[src/hw/rtl/kau_pkg.sv]
`timescale 1ns / 1ps
// ----------------------------------------------------------------------------
// kau_pkg
// Shared types and constants for the k-means assign/update block.
// ----------------------------------------------------------------------------
package kau_pkg;

    localparam int ACTION_W         = 2;
    localparam int SLOT_W           = 6;
    localparam int SAMPLE_W         = 16;
    localparam int CLUSTER_W        = 6;
    localparam int CFG_W            = 7;
    localparam logic [CFG_W-1:0] CFG_RESET = 7'd8;
    localparam int MAX_CLUSTERS_DEF = 64;
    localparam int MAX_POINTS_DEF   = 1048576;

    typedef enum logic [ACTION_W-1:0] {
        ACT_LOAD   = 2'd0,
        ACT_ASSIGN = 2'd1,
        ACT_UPDATE = 2'd2,
        ACT_NOP    = 2'd3
    } kau_action_t;

    typedef enum logic [2:0] {
        ST_IDLE,
        ST_DIST,
        ST_SCAN,
        ST_APUT,
        ST_UHEAD,
        ST_UDIV,
        ST_UPUT
    } kau_state_t;

    // Broadcast commands from the sequencer to every cell.
    typedef struct packed {
        logic load;
        logic measure;
        logic acc;
        logic shift;
    } kau_ctl_t;

endpackage

[src/hw/rtl/kau_div.sv]
`timescale 1ns / 1ps
// ----------------------------------------------------------------------------
// kau_div
// Bit-serial divider for the rounded mean (2|sum| + n) / 2n, signed result.
// ----------------------------------------------------------------------------
module kau_div #(
    parameter int SW = 37,
    parameter int CW = 21
) (
    input  logic                                aclk,
    input  logic                                aresetn,
    input  logic                                start_i,
    input  logic signed [SW-1:0]                sum_i,
    input  logic [CW-1:0]                       cnt_i,
    output logic                                done_o,
    output logic signed [kau_pkg::SAMPLE_W-1:0] mean_o
);
    import kau_pkg::*;

    localparam int NW  = SW + 1;
    localparam int CNW = $clog2(NW + 1);

    logic [NW-1:0]  num_reg;
    logic [CW:0]    rem_reg;
    logic [CW:0]    den_reg;
    logic           neg_reg;
    logic [CNW-1:0] cnt_reg;
    logic           done_reg;
    logic [SW-1:0]  mag;
    logic [CW+1:0]  trial;
    logic           ge;
    logic [CW+1:0]  diffv;
    logic [SAMPLE_W-1:0] q;

    assign mag   = sum_i[SW-1] ? SW'(-sum_i) : SW'(sum_i);
    assign trial = {rem_reg, num_reg[NW-1]};
    assign ge    = trial >= {1'b0, den_reg};
    assign diffv = trial - {1'b0, den_reg};
    assign q     = num_reg[SAMPLE_W-1:0];

    always_ff @(posedge aclk) begin
        if (start_i) begin
            num_reg <= {mag, 1'b0} + NW'(cnt_i);
            rem_reg <= '0;
            den_reg <= {cnt_i, 1'b0};
            neg_reg <= sum_i[SW-1];
        end else if (cnt_reg != '0) begin
            num_reg <= {num_reg[NW-2:0], ge};
            rem_reg <= ge ? diffv[CW:0] : trial[CW:0];
        end
    end

    always_ff @(posedge aclk) begin
        if (!aresetn) begin
            cnt_reg  <= '0;
            done_reg <= 1'b0;
        end else begin
            done_reg <= (cnt_reg == CNW'(1));
            if (start_i) begin
                cnt_reg <= CNW'(NW);
            end else if (cnt_reg != '0) begin
                cnt_reg <= cnt_reg - CNW'(1);
            end
        end
    end

    assign done_o = done_reg;
    assign mean_o = neg_reg ? -$signed(q) : $signed(q);

endmodule

[config.mk]
export PLATFORM = sky130hd
export DESIGN_NAME = kau_div
export DESIGN_NICKNAME = d
export VERILOG_FILES = /design/src/hw/rtl/kau_pkg.sv /design/src/hw/rtl/kau_div.sv
export SDC_FILE = /design/constraint.sdc
export NUM_CORES = 1
export LEC_CHECK = 0
export ABC_AREA = 1
export BUFFER_PORTS_ARGS = -buffer_cell sky130_fd_sc_hd__buf_2
export CORE_AREA = 4 4 144 146
export DETAILED_ROUTE_END_ITERATION = 8
export DIE_AREA = 0 0 148 150
export HOLD_SLACK_MARGIN = 0.05
export PLACE_DENSITY = 0.56
export SLEW_MARGIN = 10
export SYNTH_ARGS = -nofsm -noshare
export SYNTH_HDL_FRONTEND = slang
export SYNTH_SLANG_ARGS = --single-unit
[constraint.sdc]
create_clock -name aclk -period 5.4 [get_ports aclk]
set_input_delay 0.54 -clock aclk [delete_from_list [all_inputs] [get_ports aclk]]
set_output_delay 0.54 -clock aclk [all_outputs]
set_load 0.005 [all_outputs]
Word-level counts from Yosys, hierarchy flattened

Cells that the tools add are included.

Register bits: 89
Bits in latches: 0
Memory bits (writable): 0
Bits in read-only memories: 0
Bits of input ports: 61
Memories: 0

Add/sub/neg operators: 5
$mul: 0
Divide/modulo/power cells: 0
$lt $le $gt $ge: 1
Equal/unequal tests: 1
Shift operators: 0
Muxes and demuxes: 7
Bitwise gates (word level): 1
Reduce and logical (&&, ||, !) cells: 3

Operators by type and width:

| cell                                                               | number |
|---|---|
| 38-bit 2-to-1 mux                                                  | 2 |
| 38-bit by 21-bit adder with 38-bit output                          | 1 |
| 37-bit 2-to-1 mux                                                  | 1 |
| 37-bit negator                                                     | 1 |
| 23-bit by 22-bit greater-or-equal comparator with 1-bit output     | 1 |
| 22-bit 2-to-1 mux                                                  | 1 |
| 22-bit subtractor                                                  | 1 |
| 16-bit 2-to-1 mux                                                  | 1 |
| 16-bit negator                                                     | 1 |
| 6-bit 2-to-1 mux                                                   | 2 |
| 6-bit by 1-bit == test with 1-bit output, second input constant    | 1 |
| 6-bit nonzero test                                                 | 1 |
| 6-bit by 1-bit subtractor with 6-bit output, second input constant | 1 |
| 2-bit nonzero test                                                 | 1 |
| 2-bit OR reduction                                                 | 1 |
| 1-bit inverter                                                     | 1 |

Logic depth before layout (Yosys ltp)

Word-level depth: 4
Mapped depth: 24

Worst setup path after synthesis

OpenSTA, ideal clock, no wires.

Path kind: input -> register
Start point: in sum_i[36]
End point: reg num_reg[27] (data pin)
Library setup time: 264 ps
Arrival: 2,885 ps
Slack: 2,251 ps
Stages on the path: 17
Buffers on the path: 3
Cell sequence: buf_2 buf_2 buf_1 nand2_1 o21ai_0 xor2_1 ha_1 a21oi_1 o21ai_0 nand2_1 nand2_1 nand2_1 nand3_1 nand3_1 nor2_4 xor2_1 o21ai_1

Longest elaborated chain between the ends: 3

Ends and longest elaborated chain:

| what                                      | RTL line      | RTL |
|---|---|---|
| start: declaration                        | kau_div.sv:13 | `input logic signed [SW-1:0] sum_i,` |
| 37-bit 2-to-1 mux                         | kau_div.sv:35 | `assign mag = sum_i[SW-1] ? SW'(-sum_i) : SW'(sum_i);` |
| 38-bit by 21-bit adder with 38-bit output | kau_div.sv:43 | `num_reg <= {mag, 1'b0} + NW'(cnt_i);` |
| 38-bit 2-to-1 mux                         | kau_div.sv:42 | `if (start_i) begin` |
| end signal: assignment                    | kau_div.sv:43 |  |
| end signal: assignment                    | kau_div.sv:48 | `num_reg <= {num_reg[NW-2:0], ge};` |
| end: declaration                          | kau_div.sv:23 | `logic [NW-1:0] num_reg;` |

No other way between the ends.
A chain may end at the register's enable or synchronous reset.

Worst setup path after layout

Start point: in sum_i[0]
End point: reg num_reg[36] (data pin)

Longest elaborated chain between the ends: 4

Ends and longest elaborated chain:

| what                                          | RTL line |
|---|---|
| 37-bit negator                                | kau_div.sv:35 |
| 37-bit 2-to-1 mux (*)                         | kau_div.sv:35 |
| 38-bit by 21-bit adder with 38-bit output (*) | kau_div.sv:43 |
| 38-bit 2-to-1 mux (*)                         | kau_div.sv:42 |

Every way passes the cells marked *; elsewhere a longest branch is shown, timed or not.

==> flow_metrics.py <==
metrics = {
    "setup_path": {
        "critPathMaxStageDelay_ps": 380,
        "worstSetupPathType": "input pin to flip-flop",
        "crit_buf_inv": 4,
        "cp_slowest_cell": "ha_1",
        "cp.required_ps": 5490,
        "crit_chain": "buf_2 > inv_1 > ha_1 > nand2_2 > nor2_8 > nand2_1 > nor2_1 > nand2_1 > nand2_1 > xor2_1 > ha_1 > nand2_1 > nor2_1 > nand2_1 > inv_1 > nand4_1 > nand3_1 > nand3_1 > nand2_2 > inv_2 > nor2_2 > nand3_1 > nand3_1 > nand2_1",
        "critPathMostFrequentCell": "nand2_1",
        "crit_path_start_kind": "input pin",
        "crit_family": "simple AND/OR/NAND/NOR gates",
        "cp_max_fo": 7,
        "cp-end-kind": "flip-flop",
        "arrival_ps": 3460,
    },
    "route": {
        "viasPerCell": 4.96,
        "wl_per_cell_um": 14.1,
        "drc": 0,
        "drt_iter0_markers": 412,
        "vias": 7233,
        "first_pass_iters": 8,
        "ant_nets": 0,
        "wl_um": 20600,
    },
    "place": {
        "place.port_buffers": 77,
        "dpl_cell_area_um2": 8380,
        "gp_congestion": 0.897,
        "hpwlAfterDp_um": 16800,
    },
    "cts": {
        "clock_sinks": 89,
        "cts_resized": 0,
        "hold_buffers": 0,
        "clk_path_buf_depth": 2,
        "cts_setup_buffers": 0,
        "cts_root_buf": "clkbuf_16",
        "clk_latency_ps": 350,
        "cts_inserted_buffers": 9,
        "cts_tree": "built",
        "path_clk_slew_ps": 70,
        "htree_levels": 3,
    },
    "global_route": {
        "antenna_found_initial": 0,
        "overflow": 0,
        "grt_pass1_wl_um": 34000,
        "grt_usage_pct": 18.9,
        "grt_max_degree": 44,
        "grt_pass1_vias": 6960,
    },
    "timing": {
        "layout_min_cycle_time_ps": 3370,
        "setup_viol": 0,
        "finalCritPeriodShare_pct": 62.4,
        "hold_violations": 0,
        "slew_headroom_pct": 55.3,
        "tightest_slew_ps": 669,
        "drv_slew": 0,
        "clock_skew_ps": 8.10,
        "rsz0062_at_grt": "no",
        "tns_ps": 0,
        "max_freq_mhz": 297,
    },
    "die": {
        "io_pins": 78,
        "std_cell_rows": 51,
        "core_region_area_um2": 19400,
        "start_util_pct": 39.8,
        "dieArea_um2": 22200,
        "die_y_um": 150,
        "die_w_um": 148,
    },
    "power": {
        "peakVddDrop_mv": 0.153,
        "power_frac_comb_pct": 45.9,
        "p_sw_mw": 1.25,
        "total_leakage_power_nw": 4.08,
        "intPower_mw": 1.79,
        "power_frac_seq_pct": 33.5,
        "power_frac_clock_pct": 20.6,
        "swShare_pct": 41.1,
        "p_per_area_nw_per_um2": 351,
    },
    "logic_synthesis": {
        "synthCells": 1118,
        "avgSynthCellArea_um2": 6.90,
        "yosys.area.top_type": "edfxtp_1",
        "synth-edff-count": 60,
        "synthFlopType": "edfxtp_1",
        "synth_area_leaders": "edfxtp_1 (23%), nand2_1 (13%), ha_1 (7.6%)",
        "synth_area_um2": 7710,
        "synthesis.nets": 1228,
        "synthArstFlopShare_pct": 0,
        "ys_seq_area_share_pct": 30.9,
        "yosysUniqueCellTypes": 46,
        "yosysWarnings": 0,
        "yosys.area.top_type_share_pct": 23.4,
        "ys_ff_latch": 89,
    },
    "status": {
        "status": "finished clean",
    },
    "run": {
        "drv_cap": 0,
    },
    "layout": {
        "drive_gt1_share_pct": 12.7,
        "fin_nets": 1299,
        "multi_input_area_um2": 4690,
        "fin_area_um2": 8670,
        "n_antenna_cell": 0,
        "area_growth_syn_to_layout_pct": 12.4,
        "regArea_um2": 2380,
        "largest_reg_flops": 38,
        "fillerInstances": 2128,
    },
    "min_path": {
        "hold_path.class": "input pin to flip-flop",
    },
}
## routing by layer
layer	vias to the layer above	share of wire, %	GRT usage, %
met5	-	0	0
met4	0	1.4	4.67
met3	19	3.7	2.57
met2	129	46	31.9
met1	3287	49	25.8
li1	3798	-	-
## power by group through the flow
stage	registers [mW]	clock network, mW	logic, mW
2_1_floorplan	0.999	0	1.06
6_report	1.02	0.627	1.40
3_5_place_dp	1.03	0	1.40
4_1_cts	1.02	0.645	1.41
3_3_place_gp	1.03	0	1.40
5_1_grt	1.04	0.675	1.61
## cells in the final DEF, fill, tap and decap left out, types with 6 or more instances in the layout
cell type	n
edfxtp_1	60
nor3_1	7
o21ai_1	18
inv_2	6
buf_4	7
or2_2	6
nor2_1	121
ha_1	47
xnor2_1	20
nand2_1	276
a21oi_1	79
inv_1	136
buf_2	77
dfxtp_1	29
clkbuf_16	9
nor2_2	15
nand4_1	11
a31oi_1	8
nand3_1	59
nand2_2	14
xor2_1	49
o21ai_0	87
## cells by family after synthesis
group	count (synthesis)	synth area share, %
flops	89	30.9
buf+inv	168	8.37
xor+xnor	69	7.83
fa+ha+maj	49	8.14
compound gates	209	14.2
simple gates	534	30.5
## synthesized netlist by cell type (8+ instances only)
master,n
edfxtp_1,60
o21ai_0,87
nand4_1,11
nor2_1,121
nand2_2,14
nor3_1,8
xor2_1,49
a31oi_1,8
nor2_2,15
dfxtp_1,29
a21oi_1,79
buf_2,9
inv_1,136
nand2_1,276
ha_1,47
o21ai_1,18
clkbuf_1,13
xnor2_1,20
nand3_1,59
## path summary, 6_finish.rpt
| check | start | endpoint | slack [ps] | cells past startpoint |
|---|---|---|---|---|
| worst max-delay path | sum_i[0] | num_reg[36]$_DFFE_PP_ | 2030 | 24 |
| worst min-delay path | cnt_i[0] | den_reg[1]$_DFFE_PP_ | 390 | 1 |
| worst max register to register | den_reg[1]$_DFFE_PP_ | rem_reg[12]$_SDFFE_PP0N_ | 2350 | 13 |
| worst min register to register | cnt_reg[3]$_SDFFE_PP0N_ | cnt_reg[3]$_SDFFE_PP0N_ | 480 | 2 |
## final cells by class
type / count / area share [%]
clock buffers: 11 / 2.68
clock inverters: 5 / 0.635
inverters: 144 / 6.23
multi-input cells: 861 / 54.1
well taps: 265 / 3.82
repair buffers: 84 / 5.05
flip-flops and latches: 89 / 27.5
## worst register-to-register path: cells and delay by family, from the launching register on
family                     cells  cell delay, ps
buffers and inverters          4             610
and+or+nand+nor                3             600
AOI/OAI and AO/OA              4             660
DFF                            1             410
adders and majority gates      2             660
## stage by stage
stage / std cells / hold slack, ps / utilization, % / total power [mW] / setup WS, ps
6_report: 1459 / 395 / 44.7 / 3.04 / 2030
5_1_grt: 1459 / 384 / 44.7 / 3.32 / 1670
4_1_cts: 1459 / 381 / 44.7 / 3.07 / 2000
3_5_place_dp: 1443 / 480 / 43.2 / 2.43 / 1670
3_3_place_gp: 1443 / 471 / 43.2 / 2.43 / 1700
2_1_floorplan: 1118 / 447 / - / 2.06 / 2250
Note: power is estimated with default switching activity, not from simulation.
