## src/hw/rtl/kau_pkg.sv

```systemverilog
`timescale 1ns / 1ps
// ----------------------------------------------------------------------------
// kau_pkg
// Shared types and constants for the k-means assign/update block.
// ----------------------------------------------------------------------------
package kau_pkg;

    localparam int ACTION_W         = 2;
    localparam int SLOT_W           = 6;
    localparam int SAMPLE_W         = 16;
    localparam int CLUSTER_W        = 6;
    localparam int CFG_W            = 7;
    localparam logic [CFG_W-1:0] CFG_RESET = 7'd8;
    localparam int MAX_CLUSTERS_DEF = 64;
    localparam int MAX_POINTS_DEF   = 1048576;

    typedef enum logic [ACTION_W-1:0] {
        ACT_LOAD   = 2'd0,
        ACT_ASSIGN = 2'd1,
        ACT_UPDATE = 2'd2,
        ACT_NOP    = 2'd3
    } kau_action_t;

    typedef enum logic [2:0] {
        ST_IDLE,
        ST_DIST,
        ST_SCAN,
        ST_APUT,
        ST_UHEAD,
        ST_UDIV,
        ST_UPUT
    } kau_state_t;

    // Broadcast commands from the sequencer to every cell.
    typedef struct packed {
        logic load;
        logic measure;
        logic acc;
        logic shift;
    } kau_ctl_t;

endpackage

```

## src/hw/rtl/kau_cell.sv

```systemverilog
`timescale 1ns / 1ps
// ----------------------------------------------------------------------------
// kau_cell
// One centroid cell: holds centroid, sum and count, compares its distance
// against the best one handed in from the left, rotates state on update.
// ----------------------------------------------------------------------------
module kau_cell #(
    parameter int INDEX      = 0,
    parameter int IW         = 6,
    parameter int KW         = 7,
    parameter int SW         = 37,
    parameter int CW         = 21,
    parameter int DW         = 33,
    parameter int MAX_POINTS = 1048576
) (
    input  logic                                aclk,
    input  logic                                aresetn,
    input  kau_pkg::kau_ctl_t                   ctl_i,
    input  logic [KW-1:0]                       k_i,
    input  logic [kau_pkg::SLOT_W-1:0]          slot_i,
    input  logic signed [kau_pkg::SAMPLE_W-1:0] sample_i,
    input  logic [IW-1:0]                       win_i,
    input  logic                                scan_valid_i,
    input  logic [DW-1:0]                       scan_dist_i,
    input  logic [IW-1:0]                       scan_idx_i,
    output logic                                scan_valid_o,
    output logic [DW-1:0]                       scan_dist_o,
    output logic [IW-1:0]                       scan_idx_o,
    input  logic signed [kau_pkg::SAMPLE_W-1:0] shift_cent_i,
    input  logic signed [SW-1:0]                shift_sum_i,
    input  logic [CW-1:0]                       shift_cnt_i,
    output logic signed [kau_pkg::SAMPLE_W-1:0] cent_o,
    output logic signed [SW-1:0]                sum_o,
    output logic [CW-1:0]                       cnt_o
);
    import kau_pkg::*;

    logic signed [SAMPLE_W-1:0]   cent_reg;
    logic signed [SW-1:0]         sum_reg;
    logic [CW-1:0]                cnt_reg;
    logic [DW-1:0]                dist_reg;
    logic                         sv_reg;
    logic [DW-1:0]                sd_reg;
    logic [IW-1:0]                si_reg;
    logic signed [SAMPLE_W:0]     diff;
    logic signed [2*SAMPLE_W+1:0] prod;
    logic                         active;
    logic                         take;
    logic                         load_hit;

    assign diff     = {cent_reg[SAMPLE_W-1], cent_reg} - {sample_i[SAMPLE_W-1], sample_i};
    assign prod     = diff * diff;
    assign active   = KW'(INDEX) < k_i;
    assign take     = active && ((INDEX == 0) || (dist_reg < scan_dist_i));
    assign load_hit = (IW+SLOT_W)'(slot_i) == (IW+SLOT_W)'(INDEX);

    always_ff @(posedge aclk) begin
        if (ctl_i.measure) begin
            dist_reg <= prod[DW-1:0];
        end
        sd_reg <= take ? dist_reg : scan_dist_i;
        si_reg <= take ? IW'(INDEX) : scan_idx_i;
        if (ctl_i.shift) begin
            cent_reg <= shift_cent_i;
        end else if (ctl_i.load && load_hit) begin
            cent_reg <= sample_i;
        end
    end

    always_ff @(posedge aclk) begin
        if (!aresetn) begin
            sv_reg  <= 1'b0;
            sum_reg <= '0;
            cnt_reg <= '0;
        end else begin
            sv_reg <= scan_valid_i;
            if (ctl_i.shift) begin
                sum_reg <= shift_sum_i;
                cnt_reg <= shift_cnt_i;
            end else if (ctl_i.acc && (win_i == IW'(INDEX))
                         && (cnt_reg < CW'(MAX_POINTS))) begin
                sum_reg <= sum_reg + SW'(sample_i);
                cnt_reg <= cnt_reg + CW'(1);
            end
        end
    end

    assign scan_valid_o = sv_reg;
    assign scan_dist_o  = sd_reg;
    assign scan_idx_o   = si_reg;
    assign cent_o       = cent_reg;
    assign sum_o        = sum_reg;
    assign cnt_o        = cnt_reg;

endmodule

```

## config.mk

```make
export PLATFORM = sky130hd
export DESIGN_NAME = kau_cell
export DESIGN_NICKNAME = d
export VERILOG_FILES = /design/src/hw/rtl/kau_pkg.sv /design/src/hw/rtl/kau_cell.sv
export SDC_FILE = /design/constraint.sdc
export NUM_CORES = 1
export LEC_CHECK = 0
export BUFFER_PORTS_ARGS = -buffer_cell sky130_fd_sc_hd__buf_2
export CAP_MARGIN = 20
export CORE_UTILIZATION = 36
export CTS_BUF_LIST = sky130_fd_sc_hd__clkbuf_16
export DETAILED_ROUTE_END_ITERATION = 12
export REMOVE_ABC_BUFFERS = 1
export SYNTH_ARGS = -nofsm -noshare
export SYNTH_HDL_FRONTEND = slang
export SYNTH_SLANG_ARGS = --single-unit
```

## constraint.sdc

```tcl
create_clock -name aclk -period 14.5 [get_ports aclk]
set_input_delay 4.35 -clock aclk [delete_from_list [all_inputs] [get_ports aclk]]
set_output_delay 4.35 -clock aclk [all_outputs]
set_load 0.02 [all_outputs]
```

## Word level (Yosys, flattened, before mapping)

Index checks and enable logic that the tools add are counted.

- Input bits: 155
- Output and inout port bits: 114
- Word-level logic and storage cells: 27
- Register bits after elaboration: 147

- Add/subtract/negate cells: 3
- Magnitude comparators: 2
- Mux-type cells: 7
- Multiply operators: 1
- Reductions and logical operators: 7

Operators with widths:

| kind | count |
|---|---|
| 37-bit two-way mux | 2 |
| 21-bit two-way mux | 2 |
| 37-bit by 16-bit adder with 37-bit output | 1 |
| 17-bit by 17-bit multiplier with 33-bit output | 1 |
| 33-bit two-way mux | 1 |
| 16-bit two-way mux | 2 |
| 21-bit by 1-bit adder with 21-bit output (second input constant) | 1 |
| 21-bit < comparator (second input constant) | 1 |
| 16-bit by 16-bit subtractor with 17-bit output | 1 |
| 6-bit zero test | 2 |
| 1-bit by 7-bit < comparator with 1-bit output (first input constant) | 1 |
| 2-bit nonzero test | 2 |
| 1-bit logical AND | 3 |

## Logic depth before layout (Yosys ltp)

Gate-level depths: netlist (run 1).

- Depth in word-level cells: 5
- Depth in mapped cells: 36
- Mapped depth without buffers: 35

## Worst setup path before layout (run 1)

No wires, ideal clock.

- Path type: input to register
- Start: input port sample_i[0] (netlist name)
- End: register dist_reg[30], data pin
- Data arrival time: 11620 ps
- Buffers on the path: 1
- Cell stages on the path: 31
- Data required time: 14242 ps
- Slack: 2622 ps
- Library setup time: 258 ps
- Cells stage by stage: ha_1 > inv_1 > fa_1 > a21o_1 > a21oi_2 > o21ai_1 > a41o_1 > a211o_1 > a21oi_2 > xor2_2 > inv_2 > buf_6 > nand2_1 > fa_1 > fa_1 > inv_1 > fa_1 > fa_1 > fa_1 > inv_1 > fa_1 > inv_1 > ha_1 > o21ai_0 > nand2b_1 > nand3_1 > o31ai_2 > a221oi_2 > or3_1 > and3b_1 > xnor2_1

- Longest elaborated chain between the ends: 2

Ends and longest elaborated chain:

| item | RTL line | text |
|---|---|---|
| start, declared | kau_cell.sv:21 | `input logic signed [kau_pkg::SAMPLE_W-1:0] sample_i,` |
| 16-bit by 16-bit subtractor with 17-bit output | kau_cell.sv:51 | `assign diff = {cent_reg[SAMPLE_W-1], cent_reg} - {sample_i[SAMPLE_W-1], sample_i};` |
| 17-bit by 17-bit multiplier with 33-bit output | kau_cell.sv:52 | `assign prod = diff * diff;` |
| named net prod[30] | kau_cell.sv:46 | `logic signed [2*SAMPLE_W+1:0] prod;` |
| end signal, assigned | kau_cell.sv:59 | `dist_reg <= prod[DW-1:0];` |
| end, declared | kau_cell.sv:41 | `logic [DW-1:0] dist_reg;` |

The timed path passes the listed nets, and every way through them passes these cells.
A chain may end at the register's enable or synchronous reset.

## Worst setup path in the final report (run 1)

Same ends and word-level chain as after synthesis.

==> results of run 1 <==
-- final timing paths --
path                      from         endpoint  slack, ps  cells after the start
setup / recovery   sample_i[0]     dist_reg[30]       2150                     31
hold / removal    dist_reg[15]  scan_dist_o[15]        470                      1
setup reg to reg     cent_o[0]     dist_reg[30]       5670                     31
hold reg to reg   dist_reg[15]  scan_dist_o[15]        470                      1
-- synth_stat cells, types with 20 or more instances --
| master | number | share of area |
|---|---|---|
| a211oi_1 | 22 | 0.0094 |
| a21o_1 | 38 | 0.016 |
| a21oi_1 | 90 | 0.026 |
| a31oi_1 | 20 | 0.0071 |
| and2_1 | 25 | 0.0089 |
| and3_1 | 30 | 0.011 |
| clkbuf_1 | 49 | 0.010 |
| dfxtp_1 | 98 | 0.11 |
| edfxtp_1 | 48 | 0.082 |
| fa_1 | 268 | 0.30 |
| ha_1 | 130 | 0.092 |
| inv_1 | 371 | 0.079 |
| mux2_2 | 34 | 0.022 |
| nand2_1 | 153 | 0.033 |
| nand3_1 | 24 | 0.0068 |
| nor2_1 | 147 | 0.031 |
| nor3_1 | 21 | 0.0060 |
| o21ai_0 | 71 | 0.020 |
| xnor2_1 | 58 | 0.029 |
| xor2_1 | 36 | 0.018 |
-- layer usage --
layer	GRT usage	share of wire	vias to the layer above
met5	0	0.00095	-
met4	0.06941	0.024	6
met3	0.04807	0.060	70
met2	0.3375	0.49	393
met1	0.2361	0.42	6776
li1	-	-	6635
-- cell families (layout without fill, tap and decap cells) --
kind of cell / count (synthesis) / in the layout / synth area share
compound gates: 335 / 335 / 0.1246
xor+xnor: 97 / 97 / 0.04957
fa+ha+maj: 398 / 398 / 0.3974
buf+inv: 435 / 701 / 0.09331
flops: 146 / 146 / 0.1935
mux: 38 / 38 / 0.02418
other cells: 0 / 3 / 0
simple gates: 453 / 453 / 0.1174
-- area by class of cell --
cell class,instances,area [µm²]
inverters,381,1430
well taps,615,769.5
flip-flops and latches,146,3403
diodes,3,7.507
fillers,4802,27690
clock buffers,21,525.5
repair buffers,288,1491
clock inverters,11,71.32
multi-input cells,1321,12560
-- metrics by stage --
stage          cells  hold slack [ps]  setup slack, ps  area, µm²
3_5_place_dp    2751            459.1             1635      19660
3_3_place_gp    2751            454.7             1845      19660
5_1_grt         2786            482.8             1702      20260
2_1_floorplan   1848            448.0             2498      17380
6_report        2786            471.0             2150      20260
4_1_cts         2783            474.3             2136      20250
==> results by group, run 1 <==
STA
  – Final setup viols: 0
  – Unrepaired setup endpoints after global routing: no
  – Final setup TNS: 0 ps
  – Slew headroom: 0.3787
  – Final count of hold timing violations: 0
  – Slew @ Worst Pin: 923.4 ps
  – Worst clock skew: 17.31 ps
  – Fmax: 80.97 MHz
  – Fin crit period: 12350 ps
  – Slew Viols, Final: 0
  – Tcrit/Tclk final: 0.8517

Worst setup path
  – Max incr delay on CP: 540 ps
  – Cell family with most CP delay: adder cells
  – Critical path's slowest cell: fa_1
  – Arrival time at the worst endpoint: 12570 ps
  – WP data required: 14720 ps
  – CP Max Fanout: 12
  – CP Capture Type: flop
  – Critical Path Start Type: input pin
  – Critical Path Most Common Cell: fa_1
  – Buf/Inv on CP: 6
  – Crit Path Category: in -> reg

Die
  – Core area: 47950 µm²
  – Io pins: 269
  – Die Area: 49750 µm²
  – Initial Util: 0.3669
  – Die W: 223.1 µm
  – Die height: 223.1 µm
  – Rows: 80

Yosys
  – Register area share after synthesis: 0.1935
  – Synth Instances: 1902
  – Ys async rst share: 0
  – Synth Cell Area: 17590 µm²
  – Post-synth EDFFs: 48
  – Yosys reg bits: 146
  – Top FF cell, synth: dfxtp_1
  – Distinct cells, synth: 79
  – Yosys warning count: 0
  – Syn avg cell area: 9.249 µm²

Global route
  – Largest net degree at the start of global routing: 49
  – Initial antenna violation count: 6
  – First-pass GRT wire length: 76150 µm
  – GR Overflow Total: 0
  – Vias in the first global route: 14870
  – Gr usage total: 0.1956

Cells and area
  – Finished Core Util: 0.4226
  – Largest register FFs: 37
  – Commonest non-fill, non-tap cell in the layout: inv_1
  – Final net count: 2708
  – Most frequent cells in the layout: inv_1, fa_1, buf_2
  – Ratio of cells with drive above 1 in the final layout: 0.1799
  – Synth-to-Final Area Change: 15.17%

Clock tree
  – Clk sinks: 146
  – CTS clk-pin slew, worst paths: 60 ps
  – Clk_lat worst skew: 480 ps
  – Post-CTS sizing: 0
  – CTS tree: done
  – Hold buffers post-CTS: 0
  – Root buf cell: clkbuf_16
  – Num CTS Buffers: 17
  – Htree depth: 4
  – Max Root-Sink Buffers: 2
  – Postcts setup bufs: 0

Detailed routing
  – Vias/cell: 4.982
  – Routed len/inst: 16.56 µm
  – Final ANT Viol Nets: 0
  – Via count: 13880
  – DR iter-0 viols: 595
  – Initial DRT Pass Iterations: 7
  – DRC violations left: 0
  – Routed wire length: 46130 µm

Place
  – Port bufs: 268
  – Detail Placement HPWL: 37810 µm
  – Placer Congestion: 0.8978

Min path
  – Hold crit path type: reg -> reg

Run
  – MaxCap Viol Count: 0

Outcome
  – Status: completed
Power of run 1 is not shown: default switching activity piles up to over one toggle a cycle in this logic, so the estimate is an artifact.
==> run 2: changes to the inputs <==
--- a/config.mk
+++ b/config.mk
@@ -10,6 +10,7 @@
 export CORE_UTILIZATION = 36
 export CTS_BUF_LIST = sky130_fd_sc_hd__clkbuf_16
 export DETAILED_ROUTE_END_ITERATION = 12
+export RECOVER_POWER = 50
 export REMOVE_ABC_BUFFERS = 1
 export SYNTH_ARGS = -nofsm -noshare
 export SYNTH_HDL_FRONTEND = slang
==> results by group, run 2 (synthesis results as in run 1) <==
Clock tree
  – Postcts setup bufs: 0 (unchanged)
  – Htree depth: 4 (unchanged)
  – Root buf cell: clkbuf_16
  – CTS tree: done
  – Clk sinks: 146 (unchanged)
  – Hold buffers post-CTS: 0 (unchanged)
  – Num CTS Buffers: 17 (unchanged)
  – Clk_lat worst skew: 480 ps (about the same)
  – CTS clk-pin slew, worst paths: 60 ps (about the same)
  – Max Root-Sink Buffers: 2 (unchanged)
  – Post-CTS sizing: 0 (unchanged)

Outcome
  – Failing checks: capacitance limit, slew limit
  – Status: complete, but fails checks

Global route
  – Vias in the first global route: 14870 (unchanged)
  – Largest net degree at the start of global routing: 49 (unchanged)
  – Gr usage total: 0.1956 (unchanged)
  – GR Overflow Total: 0 (unchanged)
  – Initial antenna violation count: 6 (unchanged)
  – First-pass GRT wire length: 76150 µm (unchanged)

Die
  – Io pins: 269 (unchanged)
  – Die Area: 49750 µm² (unchanged)
  – Core area: 47950 µm² (unchanged)
  – Initial Util: 0.3669 (unchanged)
  – Die height: 223.1 µm (unchanged)
  – Die W: 223.1 µm (unchanged)
  – Rows: 80 (unchanged)

Worst setup path
  – CP Capture Type: flop
  – Critical path's slowest cell: fa_1
  – Critical Path Most Common Cell: fa_1
  – CP Max Fanout: 12 (unchanged)
  – Critical Path Start Type: input pin
  – Total stage count of the critical path: 31 (unchanged)
  – R2R cell count: 31 (unchanged)
  – Cell family with most CP delay: adder cells
  – WP data required: 14720 ps (about the same)
  – RR Endpoint: dist_reg[30]
  – Max incr delay on CP: 540 ps (about the same)
  – Arrival time at the worst endpoint: 12630 ps (+60 ps)
  – Reg-to-reg startpoint: cent_o[0]
  – Buf/Inv on CP: 6 (unchanged)
  – R2R setup slack: 5680 ps (about the same)
  – Critical Path Start: sample_i[0]
  – Crit Path Category: in -> reg
  – Worst setup endpoint: dist_reg[30]

Detailed routing
  – DR iter-0 viols: 637 (+7.1%)
  – Initial DRT Pass Iterations: 5 (-2)
  – Routed wire length: 46080 µm (-0.12%)
  – Vias/cell: 4.976 (-0.12%)
  – Routed len/inst: 16.54 µm (-0.12%)
  – Final ANT Viol Nets: 0 (unchanged)
  – Via count: 13860 (-0.12%)
  – DRC violations left: 0 (unchanged)

Cells and area
  – Ratio of cells with drive above 1 in the final layout: 0.1328 (-0.04705)
  – Most frequent cells in the layout: inv_1, fa_1, buf_2
  – Synth-to-Final Area Change: 14.40%
  – Largest register FFs: 37 (unchanged)
  – Layout Cells excl Fill: 2786 (unchanged)
  – Fillers: 4848 (+0.96%)
  – Commonest non-fill, non-tap cell in the layout: inv_1
  – Final net count: 2708 (unchanged)

STA
  – Tcrit/Tclk final: 0.8553 (+0.003543)
  – Slew headroom: -0.2673 (-0.6460)
  – Final setup TNS: 0 ps (unchanged)
  – Slew Viols, Final: 153 (+153)
  – Final setup viols: 0 (unchanged)
  – Worst clock skew: 17.40 ps (+0.08450 ps)
  – Fmax: 80.63 MHz (-0.41%)
  – Unrepaired setup endpoints after global routing: no
  – Fin crit period: 12400 ps (+51.37 ps)
  – Slew @ Worst Pin: 1901 ps (+977.5 ps)
  – Final count of hold timing violations: 0 (unchanged)
  – WHS: 470.9 ps (-0.09000 ps)

Place
  – Placed Cells incl. Taps: 2751 (unchanged)
  – Placer Congestion: 0.8978 (unchanged)
  – Port bufs: 268 (unchanged)
  – Detail Placement HPWL: 37810 µm (unchanged)

Min path
  – Hold crit path type: reg -> reg
  – Worst Hold Path Cells: 1 (unchanged)

Run
  – MaxCap Viol Count: 4 (+4)
==> run 2: changes by cell type in the layout (fill, tap and decap cells not counted) <==
cell | before | now
buf_2 | 268 | 169
clkbuf_1 | 0 | 102
buf_4 | 20 | 17
==> run 2: how the worst min path moves through the flow <==
stage                             from         endpoint  slack, ps
after floorplan            dist_reg[0]   scan_dist_o[0]        450
after global placement     dist_reg[7]   scan_dist_o[7]        450
after detailed placement  dist_reg[15]  scan_dist_o[15]        460
after CTS                 dist_reg[15]  scan_dist_o[15]        470
after global routing       dist_reg[5]   scan_dist_o[5]        480
final                     dist_reg[15]  scan_dist_o[15]        470
==> run 2: cell type report <==
cell class | count | area, µm² | share of cell area
Tap cell | 615 | 769.5 | 0.03823
Sequential cell | 146 | 3403 | 0.1691
Timing Repair Buffer | 288 | 1356 | 0.06739
Multi-Input combinational cell | 1321 | 12560 | 0.6242
Inverter | 381 | 1430 | 0.07106
Clock buffer | 21 | 525.5 | 0.02611
Antenna cell | 3 | 7.507 | 0.0003730
Clock inverter | 11 | 71.32 | 0.003544
==> run 2: metal layers <==
metal,vias up,GRT usage,part of all wire
li1,6633,-,-
met1,6780,0.2361,0.42
met2,376,0.3375,0.49
met3,69,0.04807,0.063
met4,6,0.06941,0.025
met5,-,0,0.00095
==> run 2: through the flow <==
stage                       util  cell area [µm²]  worst slack (ps)
after floorplan                -            17380              2498
after global placement    0.4100            19660              1845
after detailed placement  0.4100            19660              1635
after CTS                 0.4224            20250              2136
after global routing      0.4198            20130              1634
final                     0.4198            20130              2098
Power of run 2 is left out for the same reason.
